--- src/rtl/tcf_pkg.sv ---
// Shared constants, command types and the arctangent table for the tilt filter.
package tcf_pkg;

  localparam int CAL_SAMPLES  = 4096;
  localparam int CORDIC_ITERS = 20;
  localparam int SQRT_ITERS   = 30;
  localparam int DIV_CYCLES   = 10;   // five 16-bit quotient digits
  localparam int DEG90_Q16    = 5898240;
  localparam int STEP_DIVISOR = 1000; // ms to s
  localparam int BLEND_DIVISOR = 100;

  // Reciprocals for one quotient digit: exact for a digit dividend below divisor * 2^16
  localparam logic [26:0] STEP_RECIP        = 27'd68719477; // ceil(2^36 / 1000)
  localparam int          STEP_RECIP_SHIFT  = 36;
  localparam logic [26:0] BLEND_RECIP       = 27'd10737419; // ceil(2^30 / 100)
  localparam int          BLEND_RECIP_SHIFT = 30;

  // Configuration register indexes
  localparam logic [7:0] REG_GYRO_OFFSET = 8'd0;
  localparam logic [7:0] REG_NEGATE      = 8'd1;

  // Commands from controller to datapath
  typedef struct packed {
    logic       load;
    logic       sqrt_step;
    logic       cordic_init;
    logic       cordic_step;
    logic       accel_fin;
    logic       mul_lo;
    logic       mul_hi;
    logic       div_load_step;
    logic       div_step;
    logic       blend;
    logic       div_load_blend;
    logic       fuse_fin;
    logic       cal_fin;
    logic [5:0] iter;
  } tcf_cmd_t;

  // Status back to the controller
  typedef struct packed {
    logic out_full;
  } tcf_stat_t;

  // atan(2^-i) in Q16.16 degrees
  function automatic logic [22:0] atan_deg(input logic [4:0] i);
    logic [22:0] r;
    unique case (i)
      5'd0:  r = 23'd2949120;
      5'd1:  r = 23'd1740967;
      5'd2:  r = 23'd919879;
      5'd3:  r = 23'd466945;
      5'd4:  r = 23'd234379;
      5'd5:  r = 23'd117304;
      5'd6:  r = 23'd58666;
      5'd7:  r = 23'd29335;
      5'd8:  r = 23'd14668;
      5'd9:  r = 23'd7334;
      5'd10: r = 23'd3667;
      5'd11: r = 23'd1833;
      5'd12: r = 23'd917;
      5'd13: r = 23'd458;
      5'd14: r = 23'd229;
      5'd15: r = 23'd115;
      5'd16: r = 23'd57;
      5'd17: r = 23'd29;
      5'd18: r = 23'd14;
      5'd19: r = 23'd7;
      default: r = 23'd0;
    endcase
    return r;
  endfunction

endpackage

--- src/rtl/tcf_ctrl.sv ---
// Sequencer for the tilt filter: steps the datapath through each request.
module tcf_ctrl import tcf_pkg::*; (
  input  logic      clk,
  input  logic      rst,
  input  logic      in_valid,
  output logic      in_ready,
  input  logic      action,
  input  tcf_stat_t stat,
  output tcf_cmd_t  cmd
);

  localparam logic [3:0] S_IDLE   = 4'd0;
  localparam logic [3:0] S_SQRT   = 4'd1;
  localparam logic [3:0] S_CINIT  = 4'd2;
  localparam logic [3:0] S_CORDIC = 4'd3;
  localparam logic [3:0] S_ACCEL  = 4'd4;
  localparam logic [3:0] S_MUL_LO = 4'd5;
  localparam logic [3:0] S_MUL_HI = 4'd6;
  localparam logic [3:0] S_DLOAD1 = 4'd7;
  localparam logic [3:0] S_DIV1   = 4'd8;
  localparam logic [3:0] S_BLEND  = 4'd9;
  localparam logic [3:0] S_DLOAD2 = 4'd10;
  localparam logic [3:0] S_DIV2   = 4'd11;
  localparam logic [3:0] S_DONE   = 4'd12;

  logic [3:0] state, state_next;
  logic [5:0] cnt, cnt_next;
  logic       is_cal, is_cal_next;
  logic       out_free;

  assign in_ready = (state == S_IDLE);
  assign out_free = !stat.out_full;

  // Next state, counter and commands
  always_comb begin
    state_next  = state;
    cnt_next    = cnt;
    is_cal_next = is_cal;
    cmd         = '0;
    cmd.iter    = cnt;
    unique case (state)
      S_IDLE: begin
        if (in_valid) begin
          cmd.load    = 1'b1;
          is_cal_next = action;
          cnt_next    = '0;
          state_next  = action ? S_DONE : S_SQRT;
        end
      end
      S_SQRT: begin
        cmd.sqrt_step = 1'b1;
        if (cnt == 6'(SQRT_ITERS - 1)) begin
          cnt_next   = '0;
          state_next = S_CINIT;
        end else begin
          cnt_next = cnt + 6'd1;
        end
      end
      S_CINIT: begin
        cmd.cordic_init = 1'b1;
        state_next      = S_CORDIC;
      end
      S_CORDIC: begin
        cmd.cordic_step = 1'b1;
        if (cnt == 6'(CORDIC_ITERS - 1)) begin
          cnt_next   = '0;
          state_next = S_ACCEL;
        end else begin
          cnt_next = cnt + 6'd1;
        end
      end
      S_ACCEL: begin
        cmd.accel_fin = 1'b1;
        state_next    = S_MUL_LO;
      end
      S_MUL_LO: begin
        cmd.mul_lo = 1'b1;
        state_next = S_MUL_HI;
      end
      S_MUL_HI: begin
        cmd.mul_hi = 1'b1;
        state_next = S_DLOAD1;
      end
      S_DLOAD1: begin
        cmd.div_load_step = 1'b1;
        state_next        = S_DIV1;
      end
      S_DIV1: begin
        cmd.div_step = 1'b1;
        if (cnt == 6'(DIV_CYCLES - 1)) begin
          cnt_next   = '0;
          state_next = S_BLEND;
        end else begin
          cnt_next = cnt + 6'd1;
        end
      end
      S_BLEND: begin
        cmd.blend  = 1'b1;
        state_next = S_DLOAD2;
      end
      S_DLOAD2: begin
        cmd.div_load_blend = 1'b1;
        state_next         = S_DIV2;
      end
      S_DIV2: begin
        cmd.div_step = 1'b1;
        if (cnt == 6'(DIV_CYCLES - 1)) begin
          cnt_next   = '0;
          state_next = S_DONE;
        end else begin
          cnt_next = cnt + 6'd1;
        end
      end
      S_DONE: begin
        // wait for the output register to free up
        if (out_free) begin
          cmd.fuse_fin = !is_cal;
          cmd.cal_fin  = is_cal;
          state_next   = S_IDLE;
        end
      end
      default: state_next = S_IDLE;
    endcase
  end

  always_ff @(posedge clk) begin
    if (rst) begin
      state  <= S_IDLE;
      cnt    <= '0;
      is_cal <= 1'b0;
    end else begin
      state  <= state_next;
      cnt    <= cnt_next;
      is_cal <= is_cal_next;
    end
  end

endmodule

--- config.mk ---
export PLATFORM = sky130hd
export DESIGN_NAME = tcf_ctrl
export DESIGN_NICKNAME = d
export VERILOG_FILES = /design/src/rtl/tcf_pkg.sv /design/src/rtl/tcf_ctrl.sv
export SDC_FILE = /design/constraint.sdc
export NUM_CORES = 1
export LEC_CHECK = 0
export ABC_AREA = 0
export ABC_CLOCK_PERIOD_IN_PS = 1750
export BUFFER_PORTS_ARGS = -buffer_cell sky130_fd_sc_hd__buf_4
export CORE_MARGIN = 2
export CORE_UTILIZATION = 46
export CTS_BUF_LIST = sky130_fd_sc_hd__clkbuf_4 sky130_fd_sc_hd__clkbuf_8
export DETAILED_ROUTE_END_ITERATION = 10
export PLACE_DENSITY = 0.76
export SYNTH_ARGS = -nofsm -noshare
export SYNTH_HDL_FRONTEND = slang
export SYNTH_SLANG_ARGS = --single-unit
--- constraint.sdc ---
create_clock -name clk -period 1.75 [get_ports clk]
set_input_delay 0.175 -clock clk [delete_from_list [all_inputs] [get_ports clk]]
set_output_delay 0.175 -clock clk [all_outputs]
set_load 0.05 [all_outputs]
Yosys cells after proc, flatten, opt, wreduce, memory -nomap -nowiden

Index checks and enable logic that the tools add are counted.

Register bits after elaboration: 11
Bits of input ports: 5
Logic and storage cells: 59

Add/sub/neg operators: 1
Equality and inequality tests: 21
Mux-type cells: 27
Reductions and logical operators: 7

Operator list:

| operator                                                               | count |
|---|---|
| 4-bit one-hot mux with 13 select lines                                 | 1 |
| 4-bit two-way mux                                                      | 7 |
| 6-bit two-way mux                                                      | 4 |
| 6-bit one-hot mux with 4 select lines                                  | 1 |
| 4-bit equality test (second input constant)                            | 5 |
| 4-bit by 3-bit equality test with 1-bit output (second input constant) | 4 |
| 6-bit by 5-bit equality test with 1-bit output (second input constant) | 2 |
| 1-bit two-way mux                                                      | 12 |
| 2-bit inequality test (second input constant)                          | 6 |
| 4-bit by 2-bit equality test with 1-bit output (second input constant) | 2 |
| 6-bit by 1-bit adder with 6-bit output (second input constant)         | 1 |
| 6-bit by 4-bit equality test with 1-bit output (second input constant) | 1 |
| 6-bit AND reduction                                                    | 1 |
| 4-bit by 1-bit equality test with 1-bit output (second input constant) | 1 |
| 4-bit zero test                                                        | 1 |
| 2-bit two-way mux                                                      | 2 |
| 2-bit AND reduction                                                    | 2 |
| 4-bit nonzero test                                                     | 1 |
| 2-bit OR reduction                                                     | 1 |
| 1-bit zero test                                                        | 1 |

Logic depth before layout (Yosys ltp)

Word-level depth: 4
Mapped depth: 8
Mapped depth without buffers: 7

Worst setup path before layout

OpenSTA, ideal clock, no wires.

Kind: reg-to-output
From: reg state[0]
To: out cmd[6] in the netlist's numbering
Arrival: 2,444 ps
Data required time: 1,575 ps
Setup slack: -869 ps
Stages on the path, launching flop included: 5
Buffers on the path: 2
Cells stage by stage: dfxtp_1 > buf_4 > or2_1 > buf_4 > nor4b_1

RTL lines:

| item                   | RTL line        | text |
|---|---|---|
| start, declared        | tcf_ctrl.sv:26  | `logic [3:0] state, state_next;` |
| start signal, assigned | tcf_ctrl.sv:132 | `state <= state_next;` |
| end, declared          | tcf_ctrl.sv:9   | `output tcf_cmd_t cmd` |

Final worst setup path

From: reg cnt[2]
To: reg state[0]

Cells in the longest elaborated chain, start to end: 3

Ends and longest elaborated chain:

| item                                                                   | RTL line                        | text |
|---|---|---|
| start, declared                                                        | tcf_ctrl.sv:27                  | `logic [5:0] cnt, cnt_next;` |
| start signal, assigned                                                 | tcf_ctrl.sv:133                 | `cnt <= cnt_next;` |
| 6-bit by 4-bit equality test with 1-bit output (tied with other cells) | tcf_ctrl.sv:90, tcf_ctrl.sv:107 |  |
| 2-bit inequality test (no source line)                                 | -                               |  |
| 6-bit AND reduction (no source line) (*)                               | -                               |  |

Every way passes the cells marked *; elsewhere a longest branch is shown, timed or not.
A chain may end at the register's enable or synchronous reset.

==> metrics.txt <==
largest net degree at the start of global routing 12; area of the die 2049 um2; global-route wire length before repair 4167 um; Setup Skew 0.008693 ns; die width 45.27 um; Cells after Synth 107; Post-CTS Hold Buffers 0; Critical Path RT 1.97 ns; vias 1023; worst vdd ir 1.377 mV; Layout fillers 90; Slew headroom 61.33%; flops & latches, synth 11; # DRC 0; status finished with violations; Final #Nets 164; min Tclk post-route 1.832 ns; Post-synth EDFFs 0; core box area 1559 um2; # IOs 25; initial antenna violation count 0; worst-skew pair later-pin latency 0.28 ns; # port buffers 24; min-delay worst type input port to flop; Crit. End Element flop; Reg2Reg Depth 5; Slew Limit Fails 0; unrepaired setup endpoints after global routing true; critical path class flop to flop; Worst R2R Start cnt[2]$_SDFFE_PP0P_; Worst-Margin Slew 0.5801 ns; Initial Utilization 50.24%; P per Cell Area 1854 nW/um2; Cell variety after synth 34; Post-Syn Nets 114; violated checks negative setup slack; fraction of layout cells with a size suffix above 1 51.28%; Routed Antenna Nets 0; Clock Sinks 11; H-tree depth 1; number of CTS-inserted buffers 3; Most used DFF post-synth dfxtp_1; FP Rows 14; slack of the critical path -0.08164 ns; dpl cell area 1157 um2; CTS root buffer clkbuf_4; R2R Setup Slk -0.08 ns; most common cell after layout, fill and taps aside buf_4; critical path fanouts, max 8; vias per cell 5.948; yosys warns 0; hpwl dp 1863 um; MaxCap Viol Count 0; routability cong. 0.9011; Tcrit/Tclk final 104.7%; Critical path origin cnt[2]$_SDFFE_PP0P_; initial DRC count 57; Total GRT Usage 28.59%; Pleak 0.5764 nW; WL/cell 16.94 um; Post-Route WL 2914 um; Clock Path Buffers 2; most frequent cells in the layout buf_4, nor2_1, nand2_1, nand3_1, dfxtp_1; Finished Cell Area 1324 um2; number of global-route vias before repair 939; Worst-path clk slew 0.07 ns; mapped cell area 783.3 um2; Finish-stage setup viols 4; Post-synth ARST share 0%; Startpoint Class flop; sequential share of the synthesized area 28.12%; TritonCTS clock tree done; reg2reg end state[0]$_SDFFE_PP0P_; post-layout util 84.91%; drt pass-1 iters 5; Fmax 546.0 MHz; grt ovf 0; endpoints failing hold 0; Arr. time, crit path 2.05 ns; antenna cells 0; die height 45.27 um; Area Growth Syn to Fin 69.01%; CP endpoint state[0]$_SDFFE_PP0P_; Synth Area per Inst 7.320 um2
worst max-delay path, stage by stage, from the launching register on:
cell	delay [ns]
dfxtp_2	0.44
and3_1	0.29
a211oi_4	0.09
a211o_1	0.31
or4_4	0.53
a21oi_2	0.12
cell usage after synthesis, types with 2 or more instances:
cell type   n  area share [%]
a211o_1     2             2.2
a211oi_1    2             1.9
a211oi_2    2             3.2
a21oi_1     3             1.9
a31oi_1     4             3.2
and3_1      2             1.6
buf_4       6             5.8
dfxtp_1    11              28
ha_1        2             3.2
inv_1       3             1.4
mux2i_1     2             2.6
nand2_1    10             4.8
nand2b_1    4             3.2
nand3_1    10             6.4
nor2_1     18             8.6
nor2b_1     3             2.4
nor3_1      3             1.9
or2_1       2             1.6
or3_1       3             2.4
logic make-up (layout without fill, tap and decap cells):
| group | count (synthesis) | after routing | synth area share (%) |
|---|---|---|---|
| AND/OR/NAND/NOR | 61 | 61 | 38.66 |
| buffers and inverters | 10 | 59 | 7.667 |
| multiplexers | 2 | 2 | 2.556 |
| adder cells (fa/ha/maj) | 2 | 2 | 3.194 |
| AO/OA/AOI/OAI | 21 | 21 | 19.81 |
| flip-flops | 11 | 11 | 28.11 |
worst min path at each step:
stage            from                     to  slack [ns]  cells after the start
2_1_floorplan     rst  state[2]$_SDFFE_PP0P_        0.25                      1
3_3_place_gp      rst    cnt[1]$_SDFFE_PP0P_        0.44                      2
3_5_place_dp   action    is_cal$_SDFFE_PP0P_        0.45                      3
4_1_cts        action    is_cal$_SDFFE_PP0P_        0.16                      3
5_1_grt           rst  state[0]$_SDFFE_PP0P_        0.15                      2
6_report          rst  state[0]$_SDFFE_PP0P_        0.15                      2
metal layers:
layer	GRT usage [%]	up-vias	routed length (um)
met5	0	-	0
met4	11.76	0	115
met3	8.000	20	246
met2	45.71	58	1441
met1	35.92	470	1111
li1	-	475	-
cell type report:
type | instances | area (um2) | share of cell area [%]
sequential | 11 | 232.7 | 17.58
timing repair buffer | 52 | 397.9 | 30.06
multi-input combinational | 86 | 629.4 | 47.54
tap | 16 | 20.02 | 1.512
clock buffer | 4 | 30.03 | 2.268
inverter | 3 | 13.76 | 1.040
report_power, final:
| part | switching [mW] | leakage [nW] | internal, mW |
|---|---|---|---|
| Clock | 0.0881 | 0.0184 | 0.104 |
| Sequential | 0.0783 | 0.0931 | 0.321 |
| Combinational | 1.07 | 0.465 | 0.788 |
per-stage QoR:
| stage | worst slack, ns | setup TNS [ns] | std cells | hold WS [ns] | total power, mW |
|---|---|---|---|---|---|
| finish | -0.08164 | -0.1662 | 172 | 0.1547 | 2.454 |
| floorplan | -0.1377 | -0.6893 | 107 | 0.2530 | 1.424 |
| CTS | -0.05775 | -0.07815 | 171 | 0.1609 | 2.255 |
| global placement | -0.01502 | -0.01502 | 163 | 0.4424 | 1.879 |
| global route | -0.1594 | -0.8319 | 172 | 0.1509 | 2.578 |
| detailed placement | -0.09913 | -0.1050 | 163 | 0.4503 | 1.916 |
sequential cells by signal, indices dropped and copies added, names as in the netlist:
| signal | flops |
|---|---|
| is_cal | 1 |
| cnt | 6 |
| state | 4 |
repair_timing:
item / 4_1_cts / 5_1_grt
pin swaps: 3 / 10
gates resized for setup: 9 / 12
buffers inserted: 4 / 1
setup endpoints to repair: 5 / 11
No activity file was read; power rests on OpenSTA's default activity.
